===== src/ffq_pkg.sv =====
`default_nettype none
package ffq_pkg;
	localparam int unsigned MantBits = 23;
	localparam int unsigned SignPos = 31;
	localparam int unsigned MinFrac = 4;
	localparam int unsigned MaxFrac = 16;
	localparam logic [4:0] FracReset = 5'd8;
	localparam logic [7:0] ExpBias = 8'd127;
	localparam logic CmdEncode = 1'b0;
	localparam logic CmdDecode = 1'b1;
endpackage
`default_nettype wire


===== src/ffq_convert.sv =====
`default_nettype none
module ffq_convert import ffq_pkg::*; (
	input  wire logic        cmd,
	input  wire logic [31:0] value_bits,
	input  wire logic [4:0]  m,
	output logic      [31:0] result
);
	logic        sign;
	logic [7:0]  e;
	logic [22:0] mt;
	logic [23:0] s;
	logic [8:0]  sh;
	logic [15:0] f_enc;
	logic [15:0] f_dec;
	logic [15:0] f_max;
	logic [4:0]  p;
	logic [7:0]  ex;
	logic [22:0] mant;
	logic [31:0] enc;
	logic [31:0] dec;
	logic [31:0] maxpat;
	logic        m_ok;

	assign sign = value_bits[SignPos];
	assign e    = value_bits[30:23];
	assign mt   = value_bits[22:0];
	assign m_ok = (m >= 5'(MinFrac)) && (m <= 5'(MaxFrac));
	assign f_max = 16'((17'd1 << m) - 17'd1);

	// saturation pattern: exponent 126, mantissa of all-ones fraction
	always_comb begin
		maxpat = {1'b0, 8'(ExpBias - 8'd1), 23'(({7'd0, f_max} << (5'd24 - m)))};
	end

	// encode fraction: truncate significand
	always_comb begin
		s  = {1'b1, mt};
		sh = 9'd150 - {1'b0, e} - {4'd0, m};
		f_enc = (e == 8'd0 || sh >= 9'd24) ? 16'd0 : 16'(s >> sh[4:0]);
	end

	always_comb begin
		if (e == 8'hFF && mt != 23'd0) enc = 32'd0;
		else if (e >= ExpBias) enc = {sign, maxpat[30:0]};
		else if (e == 8'd0 && mt == 23'd0) enc = 32'd0;
		else enc = {sign, 31'(({15'd0, f_enc} << (5'd23 - m)))};
	end

	// decode: leading-one search and normalize
	assign f_dec = 16'((value_bits[22:0] >> (5'd23 - m)) & {7'd0, f_max});
	always_comb begin
		p = 5'd0;
		for (int i = 0; i < 16; i++) begin
			if (f_dec[i]) p = 5'(i);
		end
		ex   = 8'(ExpBias + {3'd0, p} - {3'd0, m});
		mant = 23'(({7'd0, f_dec} << (5'd23 - p)));
		dec  = (f_dec == 16'd0) ? {sign, 31'd0} : {sign, ex, mant};
	end

	always_comb begin
		if (!m_ok) result = 32'd0;
		else if (cmd == CmdEncode) result = enc;
		else result = dec;
	end
endmodule
`default_nettype wire


===== src/float_fraction_quantizer_core.sv =====
`default_nettype none
// Float/fraction quantizer: encode (cmd 0) or decode (cmd 1) one binary32 word.
// Takes one word per cycle; busy is always low. Each result appears on
// result_bits with done high in the cycle after start, and must be
// taken in that cycle: the receiver cannot stall. The result is held in the
// single result register behind the conversion logic.
module float_fraction_quantizer_core import ffq_pkg::*; (
	input  wire logic        clk,
	input  wire logic        arst_n,
	input  wire logic        start,
	output logic             busy,
	input  wire logic        cmd,
	input  wire logic [31:0] value_bits,
	input  wire logic        cfg_we,
	input  wire logic [4:0]  cfg_wdata,
	output logic             done,
	output logic      [31:0] result_bits
);
	logic [4:0]  frac_q;
	logic [31:0] res_c;
	logic        done_q;
	logic [31:0] res_q;

	assign busy = 1'b0;

	// width register
	always_ff @(posedge clk or negedge arst_n) begin
		if (!arst_n) frac_q <= FracReset;
		else if (cfg_we) frac_q <= cfg_wdata;
	end

	ffq_convert u_conv (
		.cmd(cmd), .value_bits(value_bits), .m(frac_q), .result(res_c)
	);

	// result register
	always_ff @(posedge clk or negedge arst_n) begin
		if (!arst_n) done_q <= 1'b0;
		else done_q <= start;
	end
	always_ff @(posedge clk) begin
		if (start) res_q <= res_c;
	end

	assign done = done_q;
	assign result_bits = res_q;
endmodule
`default_nettype wire


===== config.mk =====
export PLATFORM = sky130hd
export DESIGN_NAME = float_fraction_quantizer_core
export DESIGN_NICKNAME = d
export VERILOG_FILES = /design/src/ffq_pkg.sv /design/src/ffq_convert.sv /design/src/float_fraction_quantizer_core.sv
export SDC_FILE = /design/constraint.sdc
export NUM_CORES = 1
export LEC_CHECK = 0
export BUFFER_PORTS_ARGS = -buffer_cell sky130_fd_sc_hd__buf_2
export CAP_MARGIN = 20
export CORE_ASPECT_RATIO = 1.5
export CORE_MARGIN = 3
export CORE_UTILIZATION = 30
export DETAILED_ROUTE_END_ITERATION = 16
export SETUP_SLACK_MARGIN = 0.2
export SLEW_MARGIN = 20
export SYNTH_ARGS = -nofsm -noshare
export SYNTH_HDL_FRONTEND = slang
export SYNTH_HIERARCHICAL = 1
export SYNTH_SLANG_ARGS = --single-unit

===== constraint.sdc =====
create_clock -name clk -period 6.7 [get_ports clk]
set_input_delay 0 -clock clk [delete_from_list [all_inputs] [get_ports clk]]
set_output_delay 0 -clock clk [all_outputs]
set_load 0.005 [all_outputs]

==> out/summary.md, run 1 <==
### Run status
• **run status** finished, final reports clean

### Synth
• **async set-or-reset flop fraction in the synthesized netlist** 15.8%
• **sequential element share of the synthesized area** 12.9%
• **primary flip-flop cell chosen by synthesis mapping** sky130_fd_sc_hd__edfxtp_1
• **syn nets** 1156
• **number of warnings reported in the yosys synthesis log** 6
• **Post-Syn Area** 8610 sq um
• **synthesis-stage register bit count** 38
• **distinct cell type count after synthesis** 101
• **Post-Syn Instances** 1084
• **synthesized area per cell** 7.94 sq um
• **number of flops mapped to enable cells by yosys** 32

### Place
• **placed wire-length estimate after detailed placement** 25700 microns
• **global placer's final weighted congestion** 0.973
• **buffers added on ports** 74

### Timing
• **worst clock skew** 0.0148 ns
• **Fmax achieved** 167 MHz
• **share of the clock period used by the worst path after layout** 89.6%
• **RSZ-0062 raised after global routing** no
• **Post-Route Hold Slack** 0.0153 ns
• **number of hold violations in the final report** 0
• **Final setup violation count** 0
• **relative slew slack** 33.6%
• **time the final worst path needs with I/O delays and setup** 6.00 ns
• **max-slew violation count** 0
• **Least-Margin Pin Slew** 0.983 ns
• **total negative setup slack** 0 ns

### Flow run
• **MaxCap Viol Count** 0

### Floorplanning
• **core outline area** 28200 sq um
• **initial standard-cell utilization of the core** 30.6%
• **Die Area** 30800 sq um
• **total I/O pin count** 76
• **Rows** 75
• **width of the die** 144 microns
• **height of the die** 213 microns

### Cells and area
• **antenna cell count** 0
• **# nets final** 1169
• **synth-to-layout area growth** 8.88%
• **proportion of layout cells with a drive suffix above 1** 20.9%

### Power and ir drop
• **areal power density over the cells** 267 nW/um^2
• **switching pwr** 0.00127 W
• **clock network power share** 12.8%
• **worst-case vdd ir drop** 104 uV
• **Switching Fraction** 50.6%
• **sequential fraction of design power** 12.6%
• **logic gate share of total power** 74.6%
• **leakage power figure** 3.62 nW
• **Internal Dissipation** 0.00124 W

### Critical path
• **launching element type of the critical path** flop
• **element type at the critical path end** flop
• **Critical Path RT** 6.72 ns
• **kind of critical path** reg2reg
• **largest fanout on the critical path** 25
• **arrival time of data at the critical path endpoint** 6.02 ns

### Route
• **iteration count of the initial detailed-routing pass** 5
• **DRC errors left** 0
• **DRT iter0 DRCs** 669
• **Detail Route Antenna Nets** 0
• **vias** 9138
• **via density per instance** 6.33
• **Total Routed Length** 32900 microns
• **wire length per cell after detailed routing** 22.8 microns

### Clock tree
• **TritonCTS clock tree** done
• **CTS H-Tree Depth** 2
• **clock slew at reported path FFs** 0.07 ns
• **Skew-Pair Late Insertion Delay** 0.30 ns
• **clock sink count** 38
• **master cell of the clock root buffer** sky130_fd_sc_hd__clkbuf_16
• **CTS Buffer Depth** 2
• **CTS Buf Count** 5

### Global route
• **global-route wire length before repair** 50500 microns
• **pin count of the biggest net entering global routing** 71
• **initial antenna violation count** 0
• **vias in the first global route** 8854
• **GRT Util Overall** 20.9%
• **grt ovf** 0

### Worst hold path
• **Tightest Hold Check Type** in2reg

## what timing repair did
| item | 4_1_cts | 5_1_grt |
|---|---|---|
| gates resized for setup | 0 | 0 |
| hold endpoints to repair | 11 | 0 |
| buffers inserted | 0 | 0 |
| hold buffers | 6 | 0 |
## logic make-up (layout without fill, tap and decap cells)
group / after synthesis / count (layout) / share of synthesized area [%]
fa+ha+maj: 30 / 30 / 4.53
other cells: 1 / 1 / 0.0436
mux: 153 / 153 / 24.5
xor+xnor: 13 / 13 / 1.32
simple gates: 370 / 370 / 20.3
flops: 38 / 38 / 12.9
compound gates: 343 / 343 / 29.3
buf+inv: 136 / 150 / 7.19
## worst max-delay path, cell delays in order, from the launching register on
cell	delay (ns)
sky130_fd_sc_hd__dfrtp_2	0.65
sky130_fd_sc_hd__inv_1	0.29
sky130_fd_sc_hd__ha_1	0.33
sky130_fd_sc_hd__ha_1	0.31
sky130_fd_sc_hd__inv_1	0.19
sky130_fd_sc_hd__nor2_1	0.11
sky130_fd_sc_hd__inv_1	0.09
sky130_fd_sc_hd__ha_1	0.42
sky130_fd_sc_hd__o21ai_2	0.15
sky130_fd_sc_hd__o32ai_2	0.42
sky130_fd_sc_hd__nand3_2	0.23
sky130_fd_sc_hd__and2_4	0.26
sky130_fd_sc_hd__a211o_1	0.30
sky130_fd_sc_hd__a31oi_2	0.46
sky130_fd_sc_hd__inv_2	0.28
sky130_fd_sc_hd__fa_1	0.48
sky130_fd_sc_hd__a21o_1	0.18
sky130_fd_sc_hd__a21oi_1	0.25
sky130_fd_sc_hd__xnor2_1	0.17
sky130_fd_sc_hd__o221ai_1	0.15
## Yosys cell counts, drive strengths merged (8+ instances only)
cell type | n | share of area [%]
a211oi | 16 | 1.7
a22oi | 14 | 1.2
o22ai | 8 | 0.58
inv | 37 | 1.6
o221ai | 9 | 0.99
and2 | 9 | 0.71
o211ai | 25 | 2.2
nor2b | 12 | 0.87
mux2 | 51 | 6.9
xnor2 | 10 | 1.0
o21ai | 61 | 3.6
nor4 | 11 | 0.80
nand3 | 31 | 1.9
edfxtp | 32 | 11
mux4 | 39 | 10
nor3 | 26 | 1.6
a21o | 14 | 1.2
a31oi | 16 | 1.2
o31ai | 10 | 0.87
a211o | 11 | 1.1
mux2i | 63 | 7.4
buf | 34 | 2.7
and3 | 13 | 0.94
a21oi | 59 | 3.8
nand2 | 116 | 5.1
nor2 | 103 | 4.5
ha | 28 | 4.1
nand4 | 8 | 0.58
clkbuf | 62 | 2.7
nand2b | 14 | 1.0
o32ai | 8 | 0.90
a22o | 8 | 0.81
## registers in the layout, indices dropped and copies added (netlist names)
register / flops
done: 1
result_bits: 32
frac_q: 5
## stage by stage
step / setup slack, ns / cell area, sq um / std cells / power (W) / util, %
final: 0.695 / 9370 / 1444 / 0.00250 / 33.3
after global routing: 0.379 / 9370 / 1444 / 0.00267 / 33.3
after CTS: 0.807 / 9370 / 1444 / 0.00248 / 33.3
after detailed placement: 0.812 / 9110 / 1430 / 0.00214 / 32.4
after global placement: 1.05 / 9110 / 1430 / 0.00213 / 32.4
after floorplan: 0.766 / 8610 / 1084 / 0.00170 / -
## power groups by stage
stage,sequential [W],combinational [W],clock [W]
after floorplan,0.000315,0.00139,0
after global placement,0.000320,0.00181,0
after detailed placement,0.000321,0.00182,0
after CTS,0.000316,0.00183,0.000330
after global routing,0.000319,0.00201,0.000339
final,0.000314,0.00187,0.000321
## routing by layer
metal | share of wire (%) | GRT usage [%] | up-vias
met4 | 7.6 | 14.0 | 0
met2 | 49 | 36.6 | 404
met1 | 38 | 24.1 | 4410
li1 | - | - | 4206
met5 | 0 | 0 | -
met3 | 5.0 | 1.54 | 118
## final cells by class
class	count	area, sq um
Clock inverter	3	68.8
Clock buffer	5	125
Sequential cell	38	1120
Inverter	40	150
Multi-Input combinational cell	910	6890
Timing Repair Buffer	102	596
Fill cell	3004	18800
Tap cell	346	433
## worst paths after layout
| kind | start | end | slack (ns) | depth (start not counted) |
|---|---|---|---|---|
| min | value_bits[31] | result_bits[31]$_DFFE_PP_ | 0.02 | 2 |
| min reg2reg | frac_q[3]$_DFFE_PN1P_ | frac_q[3]$_DFFE_PN1P_ | 0.85 | 1 |
| max in group asynchronous | arst_n | frac_q[3]$_DFFE_PN1P_ | 6.42 | 2 |
| max | frac_q[0]$_DFFE_PN0P_ | result_bits[27]$_DFFE_PP_ | 0.70 | 19 |
| max reg2reg | frac_q[0]$_DFFE_PN0P_ | result_bits[27]$_DFFE_PP_ | 0.70 | 19 |
| min in group asynchronous | arst_n | frac_q[4]$_DFFE_PN0P_ | 0.05 | 2 |
## cells in the final DEF, fill, tap and decap left out, types with 22 or more instances in the layout
master / netlist / routed
sky130_fd_sc_hd__ha_1: 28 / 28
sky130_fd_sc_hd__a21oi_1: 55 / 55
sky130_fd_sc_hd__edfxtp_1: 32 / 32
sky130_fd_sc_hd__o211ai_1: 25 / 25
sky130_fd_sc_hd__nor2_1: 103 / 103
sky130_fd_sc_hd__o21ai_0: 55 / 55
sky130_fd_sc_hd__inv_1: 34 / 34
sky130_fd_sc_hd__nand3_1: 30 / 30
sky130_fd_sc_hd__nand2_1: 115 / 115
sky130_fd_sc_hd__mux4_2: 39 / 39
sky130_fd_sc_hd__mux2i_1: 62 / 62
sky130_fd_sc_hd__nor3_1: 25 / 25
sky130_fd_sc_hd__mux2_2: 43 / 43
sky130_fd_sc_hd__buf_2: 15 / 74
sky130_fd_sc_hd__buf_4: 7 / 22
Note: power is estimated with default switching activity, not from simulation.
==> run 2, diff against run 1 <==
--- a/config.mk
+++ b/config.mk
@@ -9,7 +9,7 @@
 export CAP_MARGIN = 20
 export CORE_ASPECT_RATIO = 1.5
 export CORE_MARGIN = 3
-export CORE_UTILIZATION = 30
+export CORE_UTILIZATION = 44
 export DETAILED_ROUTE_END_ITERATION = 16
 export SETUP_SLACK_MARGIN = 0.2
 export SLEW_MARGIN = 20
==> run 2 against run 1 <==
  * Clock-buffer cell count unchanged
  * Non-clock buffer count shrank 2
  * Global-route usage is 8.0 points higher
  * Utilization up 15 points
  * Worst setup slack better by 0.24 ns
  * Largest cell class unchanged
  * Critical path depth rose by 2
  * Worst hold slack gained 0.027 ns
  * Highest routed layer unchanged
  * First-iteration DRC count increased by 57%
  * Sequential share of layout area increased by 0.16 points
  * Combinational power about the same
==> out/summary.md, run 2 (synthesis results as in run 1) <==
### Cells and area
• **non-filler instance count after layout** 1352, -6.4%
• **antenna cell count** 0, unchanged
• **proportion of layout cells with a drive suffix above 1** 20.6%, -0.24 points
• **Util after Layout** 48.3%, +15 points
• **commonest non-fill, non-tap cells in the layout** sky130_fd_sc_hd__nand2_1, sky130_fd_sc_hd__nor2_1, sky130_fd_sc_hd__buf_2
• **fill count** 1950, -35%
• **synth-to-layout area growth** 7.40%
• **# nets final** 1167, -0.17%
• **number of flip-flops under the largest register name** 32, unchanged
• **most common library cell in the layout ignoring fill and taps** sky130_fd_sc_hd__nand2_1

### Clock tree
• **Skew-Pair Late Insertion Delay** 0.30 ns, about the same
• **CTS Buffer Depth** 2, unchanged
• **clock sink count** 38, unchanged
• **CTS H-Tree Depth** 2, unchanged
• **post-CTS setup buffers** 0, unchanged
• **clock slew at reported path FFs** 0.07 ns, about the same
• **master cell of the clock root buffer** sky130_fd_sc_hd__clkbuf_16
• **# resized after CTS** 0, unchanged
• **TritonCTS clock tree** done
• **CTS Buf Count** 5, unchanged

### Timing
• **share of the clock period used by the worst path after layout** 86.0%, -3.6 points
• **Post-Route Hold Slack** 0.0425 ns, +0.0271 ns
• **Final setup violation count** 0, unchanged
• **relative slew slack** 27.3%, -6.3 points
• **Least-Margin Pin Slew** 1.08 ns, +0.0993 ns
• **number of hold violations in the final report** 0, unchanged
• **Fmax achieved** 174 MHz, +4.2%
• **max-slew violation count** 0, unchanged
• **RSZ-0062 raised after global routing** no
• **time the final worst path needs with I/O delays and setup** 5.76 ns, -0.244 ns
• **total negative setup slack** 0 ns, unchanged
• **worst clock skew** 0.0146 ns, -0.000168 ns

### Route
• **DRT iter0 DRCs** 1047, +57%
• **Total Routed Length** 31700 microns, -3.5%
• **via density per instance** 6.85, +8.3%
• **vias** 9265, +1.4%
• **DRC errors left** 0, unchanged
• **iteration count of the initial detailed-routing pass** 6, +1
• **wire length per cell after detailed routing** 23.5 microns, +3.1%
• **Detail Route Antenna Nets** 0, unchanged

### Worst hold path
• **Tightest Hold Check Type** in2reg
• **Min-Delay Startpoint** cfg_we

### Power and ir drop
• **leakage power figure** 3.60 nW, -0.32%
• **areal power density over the cells** 270 nW/um^2, +1.0%
• **worst-case vdd ir drop** 118 uV, +13%
• **sum of internal, switching and leakage power** 0.00249 W, -0.36%

### Critical path
• **arrival time of data at the critical path endpoint** 5.78 ns, -0.24 ns
• **sequence of cells on the critical path** inv_1 -> buf_4 -> ha_1 -> ha_1 -> inv_1 -> nor2_1 -> inv_1 -> ha_1 -> o21ba_2 -> a211oi_1 -> o21ai_0 -> a2bb2oi_2 -> a31oi_1 -> o21ai_1 -> a31oi_2 -> inv_2 -> fa_1 -> a21o_1 -> a21oi_1 -> xnor2_1 -> o221ai_1
• **startpoint of the most critical setup path** frac_q[1]$_DFFE_PN0P_
• **launching element type of the critical path** flop
• **critical register-to-register path startpoint** frac_q[1]$_DFFE_PN0P_
• **Critical Path RT** 6.72 ns, about the same
• **largest fanout on the critical path** 17, -32%
• **element type at the critical path end** flop
• **Max stage delay on crit path** 0.53 ns, -0.12 ns
• **kind of critical path** reg2reg
• **cell with the largest stage delay on the worst path** sky130_fd_sc_hd__a31oi_2

### Global route
• **met3 routing resource usage after global routing** 3.19%, +1.6 points
• **vias in the first global route** 8619, -2.7%
• **met2 usage** 50.2%, +14 points
• **met1 Track Usage GR** 33.9%, +9.8 points
• **pin count of the biggest net entering global routing** 80, +13%
• **global route hottest layer** met2
• **global-route wire length before repair** 48800 microns, -3.4%
• **initial antenna violation count** 1, +1
• **grt ovf** 0, unchanged
• **GRT Util Overall** 28.9%, +8.0 points

### Floorplanning
• **Die Area** 21300 sq um, -31%
• **height of the die** 177 microns, -17%
• **width of the die** 120 microns, -17%
• **Rows** 62, -17%
• **total I/O pin count** 76, unchanged
• **core outline area** 19200 sq um, -32%
• **initial standard-cell utilization of the core** 44.9%, +14 points

### Run status
• **run status** finished, final reports clean

### Place
• **global placer's final weighted congestion** 0.974, +0.14%
• **buffers added on ports** 74, unchanged
• **placed wire-length estimate after detailed placement** 24300 microns, -5.6%
• **DP Cell Count** 1337, -6.5%

### Flow run
• **MaxCap Viol Count** 0, unchanged

==> run 2: changes by cell type in the layout (fill, tap and decap cells not counted), sizes merged <==
cell	change
buf	-3
dlygate4sd3	+1
==> run 2: stage by stage <==
stage	setup WS, ns	instance area, sq um
CTS	1.08	9240
detailed placement	1.09	8970
finish	0.940	9250
global route	0.586	9250
floorplan	0.766	8610
global placement	1.32	8970
==> run 2: worst paths after layout <==
kind | cells past startpoint | slack [ns] | end
max | 21 | 0.94 | result_bits[27]$_DFFE_PP_
min | 2 | 0.04 | frac_q[1]$_DFFE_PN0P_
max reg2reg | 21 | 0.94 | result_bits[27]$_DFFE_PP_
min reg2reg | 2 | 0.92 | frac_q[4]$_DFFE_PN0P_
max in group asynchronous | 2 | 6.42 | frac_q[3]$_DFFE_PN1P_
min in group asynchronous | 2 | 0.06 | done$_DFF_PN0_
==> run 2: final cells by class <==
cell class / instances / area, sq um / area share [%]
clock buffers: 5 / 125 / 1.35
flip-flops and latches: 38 / 1120 / 12.1
multi-input cells: 910 / 6890 / 74.5
clock inverters: 3 / 68.8 / 0.744
inverters: 40 / 150 / 1.62
repair buffers: 100 / 581 / 6.28
well taps: 256 / 320 / 3.46
==> run 2: where the power goes <==
part           internal [W]  switching (W)  leakage (nW)
sequential         0.000296     0.00000620         0.394
combinational      0.000718        0.00115          3.12
clock              0.000214       0.000110        0.0940
==> run 2: critical path: cells and delay by family, from the launching register on <==
family	cells	cell delay, ns
xor+xnor	1	0.14
fa+ha+maj	4	1.48
compound gates	10	2.26
simple gates	1	0.30
flops	1	0.40
buf+inv	5	0.89
==> run 2: per-layer routing <==
metal	share of wire [%]	routed length, microns
met4	7.1	2260
met5	0	0
met2	48	15400
met1	37	11800
met3	7.1	2250
==> run 2: what timing repair did <==
item                                    in CTS  in global routing
hold buffers                                 7                  0
endpoints found under the hold margin       12                  0
endpoints found under the setup margin       0                  0
==> run 3, diff against run 2 <==
--- a/config.mk
+++ b/config.mk
@@ -7,7 +7,7 @@
 export LEC_CHECK = 0
 export BUFFER_PORTS_ARGS = -buffer_cell sky130_fd_sc_hd__buf_2
 export CAP_MARGIN = 20
-export CORE_ASPECT_RATIO = 1.5
+export CORE_ASPECT_RATIO = 1.4
 export CORE_MARGIN = 3
 export CORE_UTILIZATION = 44
 export DETAILED_ROUTE_END_ITERATION = 16
==> run 3 against run 2 <==
  * Critical path depth decreased by 1
  * Power increased by 0.47%
  * Sequential share of layout area about the same
  * Global-route usage decreased by 0.54 points
  * Clock skew decreased by 0.0058 ns
  * Highest routed layer unchanged
==> out/summary.md, run 3 (synthesis results as in run 1) <==
### Run status
• **run status** finished, final reports clean

### Route
• **iteration count of the initial detailed-routing pass** 8, +2
• **DRT iter0 DRCs** 891, -15%
• **wire length per cell after detailed routing** 23.5 microns, about the same
• **Detail Route Antenna Nets** 0, unchanged
• **Total Routed Length** 31500 microns, -0.84%
• **DRC errors left** 0, unchanged
• **via density per instance** 6.78, -1.1%
• **vias** 9090, -1.9%

### Floorplanning
• **core outline area** 18900 sq um, -1.4%
• **total I/O pin count** 76, unchanged
• **width of the die** 124 microns, +3.3%
• **Die Area** 21300 sq um, about the same
• **Rows** 59, -4.8%
• **initial standard-cell utilization of the core** 45.6%, +0.62 points
• **height of the die** 172 microns, -3.3%

### Timing
• **relative slew slack** 29.8%, +2.5 points
• **Final setup violation count** 0, unchanged
• **worst clock skew** 0.00880 ns, -0.00583 ns
• **final worst-path setup slack** 0.952 ns, +0.0119 ns
• **Fmax achieved** 174 MHz, +0.21%
• **max-slew violation count** 0, unchanged
• **number of hold violations in the final report** 0, unchanged
• **Least-Margin Pin Slew** 1.05 ns, -0.0370 ns
• **total negative setup slack** 0 ns, unchanged
• **time the final worst path needs with I/O delays and setup** 5.75 ns, -0.0119 ns
• **share of the clock period used by the worst path after layout** 85.8%, -0.18 points
• **RSZ-0062 raised after global routing** no

### Critical path
• **launching element type of the critical path** flop
• **WP buf/inv** 4, -1
• **Register-to-Register Path Depth** 20, -4.8%
• **element type at the critical path end** flop
• **kind of critical path** reg2reg
• **largest fanout on the critical path** 25, +8
• **critical register-to-register path startpoint** frac_q[0]$_DFFE_PN0P_
• **setup slack on the worst flop-to-flop path** 0.95 ns, about the same
• **sequence of cells on the critical path** inv_1 -> ha_1 -> ha_1 -> inv_1 -> nor2_1 -> inv_1 -> ha_1 -> xor2_1 -> nand3_1 -> o211ai_1 -> o21bai_1 -> a21o_1 -> a21oi_4 -> inv_1 -> ha_1 -> fa_1 -> a21o_1 -> a21oi_1 -> xnor2_1 -> o221ai_1
• **arrival time of data at the critical path endpoint** 5.76 ns, -0.02 ns
• **endpoint of the worst setup timing path** result_bits[27]$_DFFE_PP_
• **critical path depth in cells** 20, -4.8%
• **cell class contributing the biggest share of worst-path delay** compound AO/OA/AOI/OAI gates
• **Max stage delay on crit path** 0.57 ns, +0.04 ns
• **cell with the largest stage delay on the worst path** sky130_fd_sc_hd__dfrtp_2
• **end of the worst register-to-register path** result_bits[27]$_DFFE_PP_
• **startpoint of the most critical setup path** frac_q[0]$_DFFE_PN0P_
• **Critical Path RT** 6.71 ns, about the same

### Worst hold path
• **Tightest Hold Check Type** in2reg
• **Min-Delay Startpoint** value_bits[31]

### Clock tree
• **master cell of the clock root buffer** sky130_fd_sc_hd__clkbuf_16
• **CTS Buf Count** 5, unchanged
• **clock slew at reported path FFs** 0.07 ns, about the same
• **CTS Buffer Depth** 2, unchanged
• **Skew-Pair Late Insertion Delay** 0.29 ns, about the same
• **TritonCTS clock tree** done
• **CTS H-Tree Depth** 2, unchanged
• **clock sink count** 38, unchanged

### Power and ir drop
• **logic gate share of total power** 74.6%, -0.3 points
• **sum of internal, switching and leakage power** 0.00251 W, +0.47%
• **clock network power share** 13.0%, about the same
• **areal power density over the cells** 271 nW/um^2, +0.63%
• **Internal Dissipation** 0.00123 W, +0.30%
• **switching pwr** 0.00127 W, +0.63%
• **sequential fraction of design power** 12.4%, +0.3 points
• **Switching Fraction** 50.8%, +0.083 points
• **leakage power figure** 3.61 nW, about the same
• **worst-case vdd ir drop** 120 uV, +2.1%

### Global route
• **global-route wire length before repair** 49100 microns, +0.69%
• **grt ovf** 0, unchanged
• **pin count of the biggest net entering global routing** 71, -11%
• **vias in the first global route** 8630, +0.13%
• **GRT Util Overall** 28.4%, -0.54 points
• **initial antenna violation count** 1, unchanged

### Flow run
• **MaxCap Viol Count** 0, unchanged

### Place
• **placed wire-length estimate after detailed placement** 24000 microns, -1.1%
• **worst slack at placement** 1.11 ns, +0.0255 ns
• **buffers added on ports** 74, unchanged
• **global placer's final weighted congestion** 1.03, +6.1%
• **instance area at placement** 8980 sq um, about the same

### Cells and area
• **cell area after layout** 9230 sq um, -0.16%
• **most common library cell in the layout ignoring fill and taps** sky130_fd_sc_hd__nand2_1
• **antenna cell count** 0, unchanged
• **proportion of layout cells with a drive suffix above 1** 20.7%, +0.072 points
• **number of flip-flops under the largest register name** 32, unchanged
• **commonest non-fill, non-tap cells in the layout** sky130_fd_sc_hd__nand2_1, sky130_fd_sc_hd__nor2_1, sky130_fd_sc_hd__buf_2
• **synth-to-layout area growth** 7.22%
• **# nets final** 1168, +0.086%

run 3: cell count changes in the layout (fill, tap and decap cells not counted), sizes merged:
cell         delta
buf             +2
dlygate4sd3     -1
run 3: timing repair:
item	4_1_cts	5_1_grt
buffers inserted	0	0
hold buffers	6	0
gates resized for setup	0	0
hold endpoints to repair	11	0
run 3: cell type report:
class                   count  area (sq um)
fillers                  1907          9670
multi-input cells         910          6880
clock inverters             3          68.8
repair buffers            101           588
well taps                 244           305
inverters                  40           150
flip-flops and latches     38          1120
clock buffers               5           125
run 3: power by group through the flow:
stage | clock, W | sequential [W] | combinational [W]
global placement | 0 | 0.000317 | 0.00182
CTS | 0.000329 | 0.000312 | 0.00182
finish | 0.000325 | 0.000311 | 0.00187
global route | 0.000335 | 0.000315 | 0.00201
floorplan | 0 | 0.000315 | 0.00139
detailed placement | 0 | 0.000317 | 0.00181
run 3: how the worst min path moves through the flow:
stage                                     end  slack, ns  depth (start not counted)
floorplan                      done$_DFF_PN0_      -0.30                          0
finish              result_bits[31]$_DFFE_PP_      0.006                          2
detailed placement             done$_DFF_PN0_      -0.17                          1
CTS                 result_bits[31]$_DFFE_PP_      0.004                          2
global route        result_bits[31]$_DFFE_PP_      0.007                          2
global placement        frac_q[4]$_DFFE_PN0P_      -0.17                          1
run 3: layer usage:
| layer | global-route usage (%) | wire, microns | up-vias |
|---|---|---|---|
| li1 | - | - | 4194 |
| met1 | 34.4 | 12400 | 4365 |
| met5 | 0 | 0 | - |
| met2 | 51.4 | 15800 | 444 |
| met4 | 12.0 | 1260 | 0 |
| met3 | 2.83 | 1980 | 87 |
run 3: worst register-to-register path, stage by stage, from the launching register on:
cell                       delay (ns)
sky130_fd_sc_hd__dfrtp_2         0.57
sky130_fd_sc_hd__inv_1           0.15
sky130_fd_sc_hd__ha_1            0.23
sky130_fd_sc_hd__ha_1            0.34
sky130_fd_sc_hd__inv_1           0.16
sky130_fd_sc_hd__nor2_1          0.24
sky130_fd_sc_hd__inv_1           0.10
sky130_fd_sc_hd__ha_1            0.34
sky130_fd_sc_hd__xor2_1          0.49
sky130_fd_sc_hd__nand3_1         0.13
sky130_fd_sc_hd__o211ai_1        0.49
sky130_fd_sc_hd__o21bai_1        0.15
sky130_fd_sc_hd__a21o_1          0.21
sky130_fd_sc_hd__a21oi_4         0.35
sky130_fd_sc_hd__inv_1           0.16
sky130_fd_sc_hd__ha_1            0.25
sky130_fd_sc_hd__fa_1            0.41
sky130_fd_sc_hd__a21o_1          0.18
sky130_fd_sc_hd__a21oi_1         0.22
sky130_fd_sc_hd__xnor2_1         0.15
sky130_fd_sc_hd__o221ai_1        0.14
run 3: per-stage QoR:
stage               hold slack (ns)  util, %  instances
floorplan                    -0.296        -       1084
global placement             -0.172     47.5       1327
detailed placement           -0.169     47.5       1327
CTS                         0.00428     48.8       1341
global route                0.00669     48.8       1341
finish                      0.00565     48.8       1341
